**config.mk**
```make
export PLATFORM = sky130hd
export DESIGN_NAME = depth_ir_to_xyzi_points_top
export DESIGN_NICKNAME = d
export VERILOG_FILES = /design/src/hdl/dxyz_pkg.sv /design/src/hdl/dxyz_cfg_regs.sv /design/src/hdl/dxyz_ctrl.sv /design/src/hdl/dxyz_datapath.sv /design/src/hdl/depth_ir_to_xyzi_points_top.sv
export SDC_FILE = /design/constraint.sdc
export NUM_CORES = 2
export LEC_CHECK = 0
export BUFFER_PORTS_ARGS = -buffer_cell sky130_fd_sc_hd__buf_2
export CAP_MARGIN = 25
export CELL_PAD_IN_SITES_DETAIL_PLACEMENT = 1
export CELL_PAD_IN_SITES_GLOBAL_PLACEMENT = 1
export CORE_MARGIN = 1
export CORE_UTILIZATION = 50
export CTS_CLUSTER_DIAMETER = 60
export CTS_CLUSTER_SIZE = 24
export DETAILED_ROUTE_END_ITERATION = 16
export PLACE_DENSITY = 0.93
export SLEW_MARGIN = 20
export SYNTH_ARGS = -nofsm -noshare
export SYNTH_HDL_FRONTEND = slang
export SYNTH_SLANG_ARGS = --single-unit
```
**constraint.sdc**
```tcl
create_clock -name clk -period 10.9 [get_ports clk]
set_input_delay 0 -clock clk [delete_from_list [all_inputs] [get_ports clk]]
set_output_delay 0 -clock clk [all_outputs]
set_load 0.02 [all_outputs]
```
**src/hdl/dxyz_pkg.sv**
```systemverilog
// Shared types, constants and arithmetic helpers for the depth/IR to XYZI
// back-projection block. No dependencies.

package dxyz_pkg;

    // Counter width for column and row positions
    localparam int MAX_DIM_BITS = 11;

    localparam int CFG_ADDR_W = 5;
    localparam int CFG_DATA_W = 32;
    localparam int FRAME_W    = 12;
    localparam int CENTER_W   = 15;
    localparam int INV_W      = 32;
    localparam int CODE_W     = 16;
    localparam int SAMPLE_W   = 16;
    localparam int COORD_W    = 32;

    // Width for comparing pos+1 against the frame size
    localparam int CMP_W  = (MAX_DIM_BITS + 1 > FRAME_W) ? MAX_DIM_BITS + 1 : FRAME_W;
    // Q4 offset magnitude |16*pos - centre|
    localparam int OFF_W  = (MAX_DIM_BITS + 4 > CENTER_W) ? MAX_DIM_BITS + 4 : CENTER_W;
    // offset * depth, then * reciprocal focal length
    localparam int PROD_A_W = OFF_W + SAMPLE_W;
    localparam int PROD_B_W = PROD_A_W + INV_W;
    // Q36 product rounded to Q8
    localparam int RND_SHIFT = 28;
    localparam int MAG_W     = PROD_B_W + 1 - RND_SHIFT;

    localparam logic [FRAME_W-1:0]  RST_FRAME_WIDTH  = FRAME_W'(640);
    localparam logic [FRAME_W-1:0]  RST_FRAME_HEIGHT = FRAME_W'(480);
    localparam logic [CENTER_W-1:0] RST_CENTER_X     = CENTER_W'(5112);
    localparam logic [CENTER_W-1:0] RST_CENTER_Y     = CENTER_W'(3832);
    localparam logic [INV_W-1:0]    RST_INV_FOCAL    = INV_W'(7535030);
    localparam logic [CODE_W-1:0]   RST_CODE         = '0;

    typedef enum logic [2:0] {
        REG_FRAME_WIDTH  = 3'd0,
        REG_FRAME_HEIGHT = 3'd1,
        REG_CENTER_X     = 3'd2,
        REG_CENTER_Y     = 3'd3,
        REG_INV_FOCAL_X  = 3'd4,
        REG_INV_FOCAL_Y  = 3'd5,
        REG_NO_SAMPLE    = 3'd6,
        REG_SHADOW       = 3'd7
    } reg_idx_t;

    typedef struct packed {
        logic [FRAME_W-1:0]  frame_width;
        logic [FRAME_W-1:0]  frame_height;
        logic [CENTER_W-1:0] center_x_q4;
        logic [CENTER_W-1:0] center_y_q4;
        logic [INV_W-1:0]    inv_focal_x;
        logic [INV_W-1:0]    inv_focal_y;
        logic [CODE_W-1:0]   no_sample_code;
        logic [CODE_W-1:0]   shadow_code;
    } cfg_t;

    typedef struct packed {
        logic [SAMPLE_W-1:0] depth_mm;
        logic [SAMPLE_W-1:0] ir_level;
    } pixel_t;

    typedef struct packed {
        logic                       point_valid;
        logic signed [COORD_W-1:0]  x_mm_q8;
        logic signed [COORD_W-1:0]  y_mm_q8;
        logic [SAMPLE_W-1:0]        z_mm;
        logic [SAMPLE_W-1:0]        intensity;
        logic                       frame_last;
    } point_t;

    typedef enum logic [2:0] {
        ST_IDLE,
        ST_MUL_X_OFF,
        ST_MUL_X_FOC,
        ST_MUL_Y_OFF,
        ST_MUL_Y_FOC,
        ST_FINISH
    } state_t;

    typedef enum logic [2:0] {
        MUL_NONE,
        MUL_X_OFF,
        MUL_X_FOC,
        MUL_Y_OFF,
        MUL_Y_FOC
    } mul_sel_t;

    typedef struct packed {
        logic     load_pixel;
        mul_sel_t mul_sel;
        logic     load_x;
        logic     load_result;
    } cmd_t;

    typedef struct packed {
        logic result_busy;
    } status_t;

    localparam logic [PROD_B_W:0] ROUND_BIAS = (PROD_B_W + 1)'(1) << (RND_SHIFT - 1);
    localparam logic [MAG_W-1:0]  POS_LIMIT  = MAG_W'(32'h7FFF_FFFF);
    localparam logic [MAG_W-1:0]  NEG_LIMIT  = MAG_W'(33'h0_8000_0000);

    // Round the Q36 magnitude to Q8 (ties away from zero), apply sign, saturate
    function automatic logic signed [COORD_W-1:0] round_sat(
        input logic [PROD_B_W-1:0] prod,
        input logic                neg
    );
        logic [PROD_B_W:0]  rnd;
        logic [MAG_W-1:0]   mag;
        logic [COORD_W-1:0] res;
        rnd = {1'b0, prod} + ROUND_BIAS;
        mag = rnd[PROD_B_W:RND_SHIFT];
        if (neg)
        begin
            if (mag > NEG_LIMIT)
                res = 32'h8000_0000;
            else
                res = 32'h0 - mag[COORD_W-1:0];
        end
        else
        begin
            if (mag > POS_LIMIT)
                res = 32'h7FFF_FFFF;
            else
                res = mag[COORD_W-1:0];
        end
        return $signed(res);
    endfunction

endpackage

```
**src/hdl/dxyz_cfg_regs.sv**
```systemverilog
// Configuration register bank behind an APB-style slave port.
// Depends on dxyz_pkg.

module dxyz_cfg_regs (
    input  logic                            clk,
    input  logic                            rst_n,
    input  logic                            psel,
    input  logic                            penable,
    input  logic                            pwrite,
    input  logic [dxyz_pkg::CFG_ADDR_W-1:0] paddr,
    input  logic [dxyz_pkg::CFG_DATA_W-1:0] pwdata,
    output logic [dxyz_pkg::CFG_DATA_W-1:0] prdata,
    output logic                            pready,
    output dxyz_pkg::cfg_t                  cfg
);

    dxyz_pkg::cfg_t     cfg_reg;
    dxyz_pkg::reg_idx_t idx;
    logic               wr_en;

    assign idx    = dxyz_pkg::reg_idx_t'(paddr[4:2]);
    assign wr_en  = psel && penable && pwrite;
    assign pready = 1'b1;
    assign cfg    = cfg_reg;

    always_ff @(posedge clk or negedge rst_n)
    begin
        if (!rst_n)
        begin
            cfg_reg.frame_width    <= dxyz_pkg::RST_FRAME_WIDTH;
            cfg_reg.frame_height   <= dxyz_pkg::RST_FRAME_HEIGHT;
            cfg_reg.center_x_q4    <= dxyz_pkg::RST_CENTER_X;
            cfg_reg.center_y_q4    <= dxyz_pkg::RST_CENTER_Y;
            cfg_reg.inv_focal_x    <= dxyz_pkg::RST_INV_FOCAL;
            cfg_reg.inv_focal_y    <= dxyz_pkg::RST_INV_FOCAL;
            cfg_reg.no_sample_code <= dxyz_pkg::RST_CODE;
            cfg_reg.shadow_code    <= dxyz_pkg::RST_CODE;
        end
        else if (wr_en)
        begin
            case (idx)
                dxyz_pkg::REG_FRAME_WIDTH:  cfg_reg.frame_width    <= pwdata[11:0];
                dxyz_pkg::REG_FRAME_HEIGHT: cfg_reg.frame_height   <= pwdata[11:0];
                dxyz_pkg::REG_CENTER_X:     cfg_reg.center_x_q4    <= pwdata[14:0];
                dxyz_pkg::REG_CENTER_Y:     cfg_reg.center_y_q4    <= pwdata[14:0];
                dxyz_pkg::REG_INV_FOCAL_X:  cfg_reg.inv_focal_x    <= pwdata;
                dxyz_pkg::REG_INV_FOCAL_Y:  cfg_reg.inv_focal_y    <= pwdata;
                dxyz_pkg::REG_NO_SAMPLE:    cfg_reg.no_sample_code <= pwdata[15:0];
                dxyz_pkg::REG_SHADOW:       cfg_reg.shadow_code    <= pwdata[15:0];
                default: ;
            endcase
        end
    end

    always_comb
    begin
        case (idx)
            dxyz_pkg::REG_FRAME_WIDTH:  prdata = 32'(cfg_reg.frame_width);
            dxyz_pkg::REG_FRAME_HEIGHT: prdata = 32'(cfg_reg.frame_height);
            dxyz_pkg::REG_CENTER_X:     prdata = 32'(cfg_reg.center_x_q4);
            dxyz_pkg::REG_CENTER_Y:     prdata = 32'(cfg_reg.center_y_q4);
            dxyz_pkg::REG_INV_FOCAL_X:  prdata = cfg_reg.inv_focal_x;
            dxyz_pkg::REG_INV_FOCAL_Y:  prdata = cfg_reg.inv_focal_y;
            dxyz_pkg::REG_NO_SAMPLE:    prdata = 32'(cfg_reg.no_sample_code);
            dxyz_pkg::REG_SHADOW:       prdata = 32'(cfg_reg.shadow_code);
            default:                    prdata = '0;
        endcase
    end

endmodule

```
**src/hdl/dxyz_ctrl.sv**
```systemverilog
// Sequencing state machine: steps the shared multiplier through both axes.
// Depends on dxyz_pkg.

module dxyz_ctrl (
    input  logic               clk,
    input  logic               rst_n,
    input  logic               depth_valid,
    output logic               depth_stall,
    input  dxyz_pkg::status_t  status,
    output dxyz_pkg::cmd_t     cmd
);

    dxyz_pkg::state_t state_reg;
    dxyz_pkg::state_t state_next;

    always_ff @(posedge clk or negedge rst_n)
    begin
        if (!rst_n)
            state_reg <= dxyz_pkg::ST_IDLE;
        else
            state_reg <= state_next;
    end

    always_comb
    begin
        state_next      = state_reg;
        cmd.load_pixel  = 1'b0;
        cmd.mul_sel     = dxyz_pkg::MUL_NONE;
        cmd.load_x      = 1'b0;
        cmd.load_result = 1'b0;
        depth_stall     = 1'b1;
        case (state_reg)
            dxyz_pkg::ST_IDLE:
            begin
                depth_stall = 1'b0;
                if (depth_valid)
                begin
                    cmd.load_pixel = 1'b1;
                    state_next     = dxyz_pkg::ST_MUL_X_OFF;
                end
            end
            dxyz_pkg::ST_MUL_X_OFF:
            begin
                cmd.mul_sel = dxyz_pkg::MUL_X_OFF;
                state_next  = dxyz_pkg::ST_MUL_X_FOC;
            end
            dxyz_pkg::ST_MUL_X_FOC:
            begin
                cmd.mul_sel = dxyz_pkg::MUL_X_FOC;
                state_next  = dxyz_pkg::ST_MUL_Y_OFF;
            end
            dxyz_pkg::ST_MUL_Y_OFF:
            begin
                cmd.mul_sel = dxyz_pkg::MUL_Y_OFF;
                cmd.load_x  = 1'b1;
                state_next  = dxyz_pkg::ST_MUL_Y_FOC;
            end
            dxyz_pkg::ST_MUL_Y_FOC:
            begin
                cmd.mul_sel = dxyz_pkg::MUL_Y_FOC;
                state_next  = dxyz_pkg::ST_FINISH;
            end
            dxyz_pkg::ST_FINISH:
            begin
                // hold until the output register can take the result
                if (!status.result_busy)
                begin
                    cmd.load_result = 1'b1;
                    state_next      = dxyz_pkg::ST_IDLE;
                end
            end
            default:
            begin
                state_next = dxyz_pkg::ST_IDLE;
            end
        endcase
    end

    a_result_needs_room: assert property (@(posedge clk) disable iff (!rst_n)
        cmd.load_result |-> !status.result_busy)
        else $error("result loaded into an occupied output register");

    a_pixel_starts_x: assert property (@(posedge clk) disable iff (!rst_n)
        cmd.load_pixel |=> (cmd.mul_sel == dxyz_pkg::MUL_X_OFF))
        else $error("accepted pixel did not start the x multiply");

    a_x_before_result: assert property (@(posedge clk) disable iff (!rst_n)
        cmd.load_x |=> ##1 (state_reg == dxyz_pkg::ST_FINISH))
        else $error("x coordinate latched out of sequence");

endmodule

```
**src/hdl/dxyz_datapath.sv**
```systemverilog
// Pixel counters, offset logic, shared multiplier, rounding and output register.
// Depends on dxyz_pkg.

module dxyz_datapath (
    input  logic               clk,
    input  logic               rst_n,
    input  dxyz_pkg::cfg_t     cfg,
    input  dxyz_pkg::pixel_t   depth_data,
    input  dxyz_pkg::cmd_t     cmd,
    output dxyz_pkg::status_t  status,
    input  logic               xyzi_stall,
    output logic               xyzi_valid,
    output dxyz_pkg::point_t   xyzi_data
);

    localparam int DB = dxyz_pkg::MAX_DIM_BITS;
    localparam int CW = dxyz_pkg::CMP_W;
    localparam int OW = dxyz_pkg::OFF_W;
    localparam int AW = dxyz_pkg::PROD_A_W;
    localparam int BW = dxyz_pkg::PROD_B_W;
    localparam logic [DB-1:0] DIM_MAX = '1;

    logic [DB-1:0] col_reg;
    logic [DB-1:0] row_reg;
    logic          last_col;
    logic          last_row;

    logic [dxyz_pkg::SAMPLE_W-1:0] depth_reg;
    logic [dxyz_pkg::SAMPLE_W-1:0] ir_reg;
    logic                          valid_reg;
    logic                          last_reg;
    logic [OW-1:0]                 off_x_reg;
    logic [OW-1:0]                 off_y_reg;
    logic                          neg_x_reg;
    logic                          neg_y_reg;
    logic [BW-1:0]                 prod_reg;
    logic signed [dxyz_pkg::COORD_W-1:0] x_reg;

    logic [OW-1:0] pos_x;
    logic [OW-1:0] pos_y;
    logic [OW-1:0] cen_x;
    logic [OW-1:0] cen_y;
    logic          neg_x;
    logic          neg_y;
    logic          depth_ok;

    logic [AW-1:0]    op_a;
    logic [dxyz_pkg::INV_W-1:0] op_b;
    logic [BW-1:0]    prod;

    logic              out_valid_reg;
    dxyz_pkg::point_t  out_data_reg;

    assign last_col = (CW'(col_reg) + CW'(1) >= CW'(cfg.frame_width)) || (col_reg == DIM_MAX);
    assign last_row = (CW'(row_reg) + CW'(1) >= CW'(cfg.frame_height)) || (row_reg == DIM_MAX);

    // advance the column once per accepted pixel, and the row at the end of each line
    always_ff @(posedge clk or negedge rst_n)
    begin
        if (!rst_n)
        begin
            col_reg <= '0;
            row_reg <= '0;
        end
        else if (cmd.load_pixel)
        begin
            if (last_col)
            begin
                col_reg <= '0;
                row_reg <= last_row ? '0 : row_reg + DB'(1);
            end
            else
            begin
                col_reg <= col_reg + DB'(1);
            end
        end
    end

    assign pos_x = OW'({col_reg, 4'b0000});
    assign pos_y = OW'({row_reg, 4'b0000});
    assign cen_x = OW'(cfg.center_x_q4);
    assign cen_y = OW'(cfg.center_y_q4);
    assign neg_x = pos_x < cen_x;
    assign neg_y = pos_y < cen_y;
    assign depth_ok = (depth_data.depth_mm != '0) &&
                      (depth_data.depth_mm != cfg.no_sample_code) &&
                      (depth_data.depth_mm != cfg.shadow_code);

    always_ff @(posedge clk)
    begin
        if (cmd.load_pixel)
        begin
            depth_reg <= depth_data.depth_mm;
            ir_reg    <= depth_data.ir_level;
            valid_reg <= depth_ok;
            last_reg  <= last_col && last_row;
            neg_x_reg <= neg_x;
            neg_y_reg <= neg_y;
            off_x_reg <= neg_x ? cen_x - pos_x : pos_x - cen_x;
            off_y_reg <= neg_y ? cen_y - pos_y : pos_y - cen_y;
        end
    end

    // shared multiplier operand select
    always_comb
    begin
        case (cmd.mul_sel)
            dxyz_pkg::MUL_X_OFF:
            begin
                op_a = AW'(off_x_reg);
                op_b = 32'(depth_reg);
            end
            dxyz_pkg::MUL_X_FOC:
            begin
                op_a = prod_reg[AW-1:0];
                op_b = cfg.inv_focal_x;
            end
            dxyz_pkg::MUL_Y_OFF:
            begin
                op_a = AW'(off_y_reg);
                op_b = 32'(depth_reg);
            end
            dxyz_pkg::MUL_Y_FOC:
            begin
                op_a = prod_reg[AW-1:0];
                op_b = cfg.inv_focal_y;
            end
            default:
            begin
                op_a = '0;
                op_b = '0;
            end
        endcase
    end

    assign prod = BW'(op_a) * BW'(op_b);

    always_ff @(posedge clk)
    begin
        if (cmd.mul_sel != dxyz_pkg::MUL_NONE)
            prod_reg <= prod;
        if (cmd.load_x)
            x_reg <= dxyz_pkg::round_sat(prod_reg, neg_x_reg);
    end

    always_ff @(posedge clk or negedge rst_n)
    begin
        if (!rst_n)
            out_valid_reg <= 1'b0;
        else if (cmd.load_result)
            out_valid_reg <= 1'b1;
        else if (!xyzi_stall)
            out_valid_reg <= 1'b0;
    end

    always_ff @(posedge clk)
    begin
        if (cmd.load_result)
        begin
            out_data_reg.point_valid <= valid_reg;
            out_data_reg.x_mm_q8     <= valid_reg ? x_reg : '0;
            out_data_reg.y_mm_q8     <= valid_reg ?
                                        dxyz_pkg::round_sat(prod_reg, neg_y_reg) : '0;
            out_data_reg.z_mm        <= valid_reg ? depth_reg : '0;
            out_data_reg.intensity   <= ir_reg;
            out_data_reg.frame_last  <= last_reg;
        end
    end

    assign status.result_busy = out_valid_reg && xyzi_stall;
    assign xyzi_valid         = out_valid_reg;
    assign xyzi_data          = out_data_reg;

    a_load_sets_valid: assert property (@(posedge clk) disable iff (!rst_n)
        cmd.load_result |=> out_valid_reg)
        else $error("loaded result not presented");

    a_invalid_is_zero: assert property (@(posedge clk) disable iff (!rst_n)
        (out_valid_reg && !out_data_reg.point_valid) |->
        (out_data_reg.x_mm_q8 == '0 && out_data_reg.y_mm_q8 == '0 &&
         out_data_reg.z_mm == '0))
        else $error("invalid point carries non-zero coordinates");

endmodule

```
**src/hdl/depth_ir_to_xyzi_points_top.sv**
```systemverilog
// Top level of the depth/IR to XYZI point back-projection block.
// Depends on dxyz_pkg, dxyz_cfg_regs, dxyz_ctrl and dxyz_datapath.
//
//  Channel   Direction  Handshake                 Payload
//  --------  ---------  ------------------------  --------------------------
//  depth     in         depth_valid/depth_stall   dxyz_pkg::pixel_t
//  xyzi      out        xyzi_valid/xyzi_stall     dxyz_pkg::point_t
//  config    in         APB (psel/penable/pwrite) paddr, pwdata, prdata
//
// Sequence: a pixel is taken in idle, passes the single shared multiplier
// (offset*depth then *1/f, per axis), and the finishing step loads the
// output register. The multiplier sequence sets the rate while the output
// is not stalled. The result appears in the cycle after the finishing step;
// the next pixel is taken while that result waits behind a stalled output.
// Reset: rst_n clears the state machine, pixel counters, output valid and
// loads the register defaults (640x480 frame). No clearing pass.
// Stalls: hold the finished point in the output register; the sequencer
// waits in its finishing step until the register is free.

module depth_ir_to_xyzi_points_top (
    input  logic                            clk,
    input  logic                            rst_n,
    // pixel input
    input  logic                            depth_valid,
    output logic                            depth_stall,
    input  dxyz_pkg::pixel_t                depth_data,
    // point output
    output logic                            xyzi_valid,
    input  logic                            xyzi_stall,
    output dxyz_pkg::point_t                xyzi_data,
    // configuration port
    input  logic                            psel,
    input  logic                            penable,
    input  logic                            pwrite,
    input  logic [dxyz_pkg::CFG_ADDR_W-1:0] paddr,
    input  logic [dxyz_pkg::CFG_DATA_W-1:0] pwdata,
    output logic [dxyz_pkg::CFG_DATA_W-1:0] prdata,
    output logic                            pready
);

    dxyz_pkg::cfg_t    cfg;
    dxyz_pkg::cmd_t    cmd;
    dxyz_pkg::status_t status;

    // register bank: the user must write it only while no transfer is in flight; the bank itself does not enforce this
    dxyz_cfg_regs u_cfg_regs (
        .clk     (clk),
        .rst_n   (rst_n),
        .psel    (psel),
        .penable (penable),
        .pwrite  (pwrite),
        .paddr   (paddr),
        .pwdata  (pwdata),
        .prdata  (prdata),
        .pready  (pready),
        .cfg     (cfg)
    );

    // sequencer: accepts a pixel in idle, then steps the multiplier
    dxyz_ctrl u_ctrl (
        .clk         (clk),
        .rst_n       (rst_n),
        .depth_valid (depth_valid),
        .depth_stall (depth_stall),
        .status      (status),
        .cmd         (cmd)
    );

    // counters, arithmetic and the output register
    dxyz_datapath u_datapath (
        .clk        (clk),
        .rst_n      (rst_n),
        .cfg        (cfg),
        .depth_data (depth_data),
        .cmd        (cmd),
        .status     (status),
        .xyzi_stall (xyzi_stall),
        .xyzi_valid (xyzi_valid),
        .xyzi_data  (xyzi_data)
    );

endmodule
```
==> flow_metrics.env, run 1 <==
export IMPL_outcome="aborted with a tool error"
export IMPL_haltStage="5_1_grt"
export IMPL_toolErrorMsg="[ERROR GRT-0232] Routing congestion too high. Check the congestion heatmap in the GUI."
export IMPL_cts_htree_levels=1
export IMPL_worstEndpointGrtRepair="u_datapath.prod_reg[59]$_DFFE_PP_/D"
export IMPL_cts_sinks=435
export IMPL_initial_core_util_pct=50.5
export IMPL_asyncSetResetFlopFracSynth_pct=40.5
export IMPL_grt_max_degree=106
export IMPL_synth_ff_type="sky130_fd_sc_hd__edfxtp_1"
export IMPL_boundaryPins=209
export IMPL_postSynthRegisterBits=435
export IMPL_grt_remaining_overflow=13
export IMPL_die_height_um=331
export IMPL_postSynthCellCount=5675
export IMPL_ys_seq_area_share_pct=22.6
export IMPL_number_of_distinct_library_cells_after_synthesis=97
export IMPL_dp_hpwl_um=169000
export IMPL_cts_root_buf="sky130_fd_sc_hd__clkbuf_16"
export IMPL_std_cell_rows=120
export IMPL_io_buffer_count=205
export IMPL_clock_tree_buffer_depth=3
export IMPL_grt_total_usage_pct=66.4
export IMPL_cts_buffers_inserted=29
export IMPL_yosysWarnings=0
export IMPL_placer_congestion=0.999
export IMPL_syn_nets=6948
export IMPL_syn_avg_cell_area_sq_um=9.56
export IMPL_synth_enable_flop_cells=259
export IMPL_post_synth_instance_area_sq_um=54200
export IMPL_worst_ep_kind="register input"
export IMPL_die_x_um=331
## cells in the mapped netlist (19+ instances only)
master / count / share of area, %
sky130_fd_sc_hd__inv_1: 923 / 6.4
sky130_fd_sc_hd__fa_1: 868 / 32
sky130_fd_sc_hd__nand2_1: 738 / 5.1
sky130_fd_sc_hd__nor2_1: 635 / 4.4
sky130_fd_sc_hd__ha_1: 329 / 7.6
sky130_fd_sc_hd__clkbuf_1: 260 / 1.8
sky130_fd_sc_hd__edfxtp_1: 259 / 14
sky130_fd_sc_hd__a21oi_1: 176 / 1.6
sky130_fd_sc_hd__o21ai_0: 149 / 1.4
sky130_fd_sc_hd__mux2_2: 127 / 2.6
sky130_fd_sc_hd__dfrtp_1: 124 / 5.7
sky130_fd_sc_hd__xor2_1: 95 / 1.5
sky130_fd_sc_hd__xnor2_1: 91 / 1.5
sky130_fd_sc_hd__a21o_1: 88 / 1.2
sky130_fd_sc_hd__and2_1: 87 / 1.0
sky130_fd_sc_hd__nand3_1: 64 / 0.59
sky130_fd_sc_hd__nor3_1: 59 / 0.54
sky130_fd_sc_hd__dfstp_2: 52 / 2.5
sky130_fd_sc_hd__mux2i_1: 50 / 0.92
sky130_fd_sc_hd__a22oi_1: 40 / 0.55
sky130_fd_sc_hd__nand2b_1: 38 / 0.44
sky130_fd_sc_hd__nand4_1: 25 / 0.29
sky130_fd_sc_hd__and3_1: 23 / 0.27
sky130_fd_sc_hd__nor4_1: 21 / 0.24
sky130_fd_sc_hd__a22o_1: 20 / 0.32
sky130_fd_sc_hd__o22ai_1: 19 / 0.22
## cell families after synthesis
family                     synth area share [%]
muxes                                      3.85
DFF                                        22.6
buffers and inverters                      8.54
other                                   0.00691
adders and majority gates                  39.6
AOI/OAI and AO/OA                          8.12
and+or+nand+nor                            14.2
xor gates and xnor gates                   3.06
## layer usage
metal  overflow  global-route usage [%]
met4          2                    65.2
met5          1                    42.4
met2          4                    79.2
met1          0                    63.2
met3          6                    58.2
## through the flow
step / hold WS, ns / setup WS, ns / area (sq um) / instances / utilization, %
after CTS: 0.0624 / 0.152 / 58600 / 7234 / 54.6
after detailed placement: 0.179 / 0.496 / 56900 / 7113 / 53.0
after global placement: 0.174 / 1.14 / 56900 / 7111 / 53.0
after floorplan: -0.296 / 2.13 / 54200 / 5675 / -
## repair_timing
action                                 in CTS
hold buffers                               67
buffers inserted                            0
endpoints found under the hold margin     277
resized for setup                           0
==> run 2: changes to the inputs <==
--- a/config.mk
+++ b/config.mk
@@ -7,14 +7,10 @@
 export LEC_CHECK = 0
 export BUFFER_PORTS_ARGS = -buffer_cell sky130_fd_sc_hd__buf_2
 export CAP_MARGIN = 25
-export CELL_PAD_IN_SITES_DETAIL_PLACEMENT = 1
-export CELL_PAD_IN_SITES_GLOBAL_PLACEMENT = 1
 export CORE_MARGIN = 1
-export CORE_UTILIZATION = 50
-export CTS_CLUSTER_DIAMETER = 60
-export CTS_CLUSTER_SIZE = 24
+export CORE_UTILIZATION = 35
 export DETAILED_ROUTE_END_ITERATION = 16
-export PLACE_DENSITY = 0.93
+export PLACE_DENSITY_LB_ADDON = 0.15
 export SLEW_MARGIN = 20
 export SYNTH_ARGS = -nofsm -noshare
 export SYNTH_HDL_FRONTEND = slang
==> flow_metrics.env, run 2 <==
export IMPL_power_leakage_uw=0.0278
export IMPL_routed_wl_per_cell_um=23.3
export IMPL_antenna_found_initial=1
export IMPL_initial_core_util_pct=35.2
export IMPL_die_x_um=396
export IMPL_setup_viol=0
export IMPL_syn_avg_cell_area_sq_um=9.56
export IMPL_outcome="completed"
export IMPL_vias_per_cell=5.16
export IMPL_vdd_ir_drop_worst_mv=0.272
export IMPL_placer_congestion=0.904
export IMPL_std_cell_rows=144
export IMPL_synth_enable_flop_cells=259
export IMPL_rsz0062_at_grt="no"
export IMPL_post_route_drc_count=0
export IMPL_r2r_cells=27
export IMPL_post_synth_instance_area_sq_um=54200
export IMPL_timing_setup_critical_path_class="reg2reg"
export IMPL_rr_endpoint="u_datapath.prod_reg[60]"
export IMPL_ys_seq_area_share_pct=22.6
export IMPL_grt_max_degree=101
export IMPL_layout_area_overhead_vs_synth_pct=11.3
export IMPL_yosys_area_top_type="sky130_fd_sc_hd__fa_1"
export IMPL_num_nets_final=7131
export IMPL_clock_tree_buffer_depth=3
export IMPL_grt_total_usage_pct=23.8
export IMPL_grt_remaining_overflow=0
export IMPL_dp_hpwl_um=151000
export IMPL_cts_sinks=435
export IMPL_achievable_frequency_mhz=100
export IMPL_cts_htree_levels=2
export IMPL_synth_ff_type="sky130_fd_sc_hd__edfxtp_1"
export IMPL_crit_path_max_fanout=18
export IMPL_cts_root_buf="sky130_fd_sc_hd__clkbuf_16"
export IMPL_postSynthRegisterBits=435
export IMPL_period_needed_ns=9.99
export IMPL_cts_tree="built"
export IMPL_route_final_wire_length_um=185000
export IMPL_yosysWarnings=0
export IMPL_grt_pass1_wl_um=280000
export IMPL_first_global_vias=42530
export IMPL_final_core_util_pct=39.2
export IMPL_boundaryPins=209
export IMPL_core_area_sq_um=154000
export IMPL_ctsResizeCount=0
export IMPL_timing_final_hold_violations=0
export IMPL_synth_top_area_share_pct=32.0
export IMPL_fp_dieArea_sq_um=157000
export IMPL_max_slew_violations=0
export IMPL_clock_insertion_delay_at_the_later_pin_of_the_skew_report_ns=0.63
export IMPL_drt_antenna_violating_nets=0
export IMPL_slew_limit_headroom_pct=23.8
export IMPL_crit_path_start="u_ctrl.state_reg[1]"
export IMPL_postSynthCellCount=5675
export IMPL_die_height_um=396
export IMPL_layoutNonFillerInstCount=7940
export IMPL_area_after_detailed_placement_sq_um=58100
export IMPL_finish_instance_area_sq_um=60400
export IMPL_number_of_distinct_library_cells_after_synthesis=97
export IMPL_worstHoldPathType="in2async"
export IMPL_place_detailed_instances=7787
export IMPL_final_period_utilization_pct=91.7
export IMPL_asyncSetResetFlopFracSynth_pct=40.5
export IMPL_clk_pin_slew_ns=0.07
export IMPL_final_fill_count=15454
export IMPL_layout_commonest_cell="sky130_fd_sc_hd__inv_1"
export IMPL_drt_pass1_iterations=6
export IMPL_yosysMostFrequentCell="sky130_fd_sc_hd__inv_1"
export IMPL_critPathRequiredTime_ns=11.25
export IMPL_cts_buffers_inserted=46
export IMPL_power_density_nw_per_um2=330
export IMPL_skew_ns=0.0288
export IMPL_ys_top_cells_by_area="sky130_fd_sc_hd__fa_1 (32%), sky130_fd_sc_hd__edfxtp_1 (14%), sky130_fd_sc_hd__ha_1 (7.6%), sky130_fd_sc_hd__inv_1 (6.4%), sky130_fd_sc_hd__dfrtp_1 (5.7%)"
export IMPL_post_route_cells_drive_above_1_share_pct=12.1
export IMPL_crit_path_end_kind="flip-flop"
export IMPL_flip_flop_count_of_the_largest_register_all_copies_and_words_added=150
export IMPL_timing_critical_path_from_type="flip-flop"
export IMPL_maxCapViolations=0
export IMPL_worst_endpoint_arrival_ns=10.34
export IMPL_rr_startpoint="u_ctrl.state_reg[1]"
export IMPL_tightestPinTransition_ns=1.14
export IMPL_timing_setup_tns_ns=0
export IMPL_cts_post_setup_buffers_inserted=0
export IMPL_drt_first_iter_violations=3076
export IMPL_syn_nets=6948
export IMPL_io_buffer_count=205
export IMPL_most_frequent_cells_in_the_layout="sky130_fd_sc_hd__inv_1 (923), sky130_fd_sc_hd__fa_1 (868), sky130_fd_sc_hd__nand2_1 (738), sky130_fd_sc_hd__nor2_1 (632), sky130_fd_sc_hd__ha_1 (329)"
export IMPL_routed_via_count=41010
export IMPL_synthTopCellsByCount="sky130_fd_sc_hd__inv_1 (923), sky130_fd_sc_hd__fa_1 (868), sky130_fd_sc_hd__nand2_1 (738)"
export IMPL_worst_r2r_setup_slack_ns=0.91
[run 2: repair_timing]
action	4_1_cts	5_1_grt
hold buffers	67	0
hold endpoints to repair	300	0
endpoints found under the setup margin	0	0
[run 2: logic make-up after synthesis]
| group | Yosys count | share of synthesized area, % |
|---|---|---|
| muxes | 184 | 3.85 |
| and+or+nand+nor | 1779 | 14.2 |
| buffers and inverters | 1218 | 8.54 |
| adders and majority gates | 1197 | 39.6 |
| DFF | 435 | 22.6 |
| AOI/OAI and AO/OA | 673 | 8.12 |
| xor gates and xnor gates | 188 | 3.06 |
| other | 1 | 0.00691 |
[run 2: critical path: stages, from the launching register on]
cell and delay, ns:
sky130_fd_sc_hd__dfrtp_1 0.59, sky130_fd_sc_hd__buf_4 0.33, sky130_fd_sc_hd__mux2_2 0.36, sky130_fd_sc_hd__a22o_1 0.18, sky130_fd_sc_hd__a22oi_2 0.78, sky130_fd_sc_hd__nor2_1 0.16
sky130_fd_sc_hd__fa_1 0.58, sky130_fd_sc_hd__fa_1 0.44, sky130_fd_sc_hd__fa_1 0.54, sky130_fd_sc_hd__inv_1 0.06, sky130_fd_sc_hd__fa_1 0.49, sky130_fd_sc_hd__inv_1 0.06
sky130_fd_sc_hd__fa_1 0.49, sky130_fd_sc_hd__inv_1 0.05, sky130_fd_sc_hd__fa_1 0.52, sky130_fd_sc_hd__inv_1 0.05, sky130_fd_sc_hd__fa_1 0.49, sky130_fd_sc_hd__fa_1 0.41
sky130_fd_sc_hd__ha_1 0.46, sky130_fd_sc_hd__nand4_1 0.16, sky130_fd_sc_hd__nor4_1 0.46, sky130_fd_sc_hd__o311ai_1 0.36, sky130_fd_sc_hd__a31oi_1 0.43, sky130_fd_sc_hd__nor3_1 0.16
sky130_fd_sc_hd__nor3_1 0.35, sky130_fd_sc_hd__o21ai_0 0.28, sky130_fd_sc_hd__o31ai_1 0.33, sky130_fd_sc_hd__xor2_1 0.10
[run 2: report_power, final]
group          switching (uW)  internal (uW)
clock network             732           1000
registers                 452           2660
logic                    9780           5310
[run 2: worst max-delay path by stage]
stage	end	slack [ns]	depth (start not counted)
after floorplan	u_datapath.prod_reg[50]	2.13	32
after global placement	u_datapath.prod_reg[60]	0.64	27
after detailed placement	u_datapath.prod_reg[60]	0.82	27
after CTS	u_datapath.prod_reg[60]	0.77	27
after global routing	u_datapath.prod_reg[60]	0.31	27
final	u_datapath.prod_reg[60]	0.91	27
[run 2: area by class of cell]
| class | count | area, sq um | share of cell area (%) |
|---|---|---|---|
| multi-input combinational | 4022 | 37600 | 62.2 |
| sequential | 435 | 12200 | 20.3 |
| inverter | 925 | 3470 | 5.75 |
| timing repair buffer | 428 | 2880 | 4.77 |
| tap | 2044 | 2560 | 4.24 |
| clock buffer | 56 | 1230 | 2.04 |
| clock inverter | 29 | 397 | 0.657 |
| antenna | 1 | 2.50 | 0.00415 |
[run 2: metal layers]
layer  vias up  track usage [%]  share of wire [%]  wire length, um
met4         0             4.94                2.2             4080
met3       198             3.10                5.8            10700
li1      18347                -                  -                -
met1     21209             34.4                 46            85700
met5         -                0                  0                0
met2      1256             37.9                 46            84700
[run 2: metrics by stage]
step                      setup slack [ns]  power [uW]  hold slack [ns]
final                                0.907       19900           0.0440
after CTS                            0.771       20000           0.0549
after global routing                 0.308       21600           0.0655
after global placement               0.644       18000            0.168
after detailed placement             0.817       18100            0.166
after floorplan                       2.13       12600           -0.296
Note: power is estimated with default switching activity, not from simulation.
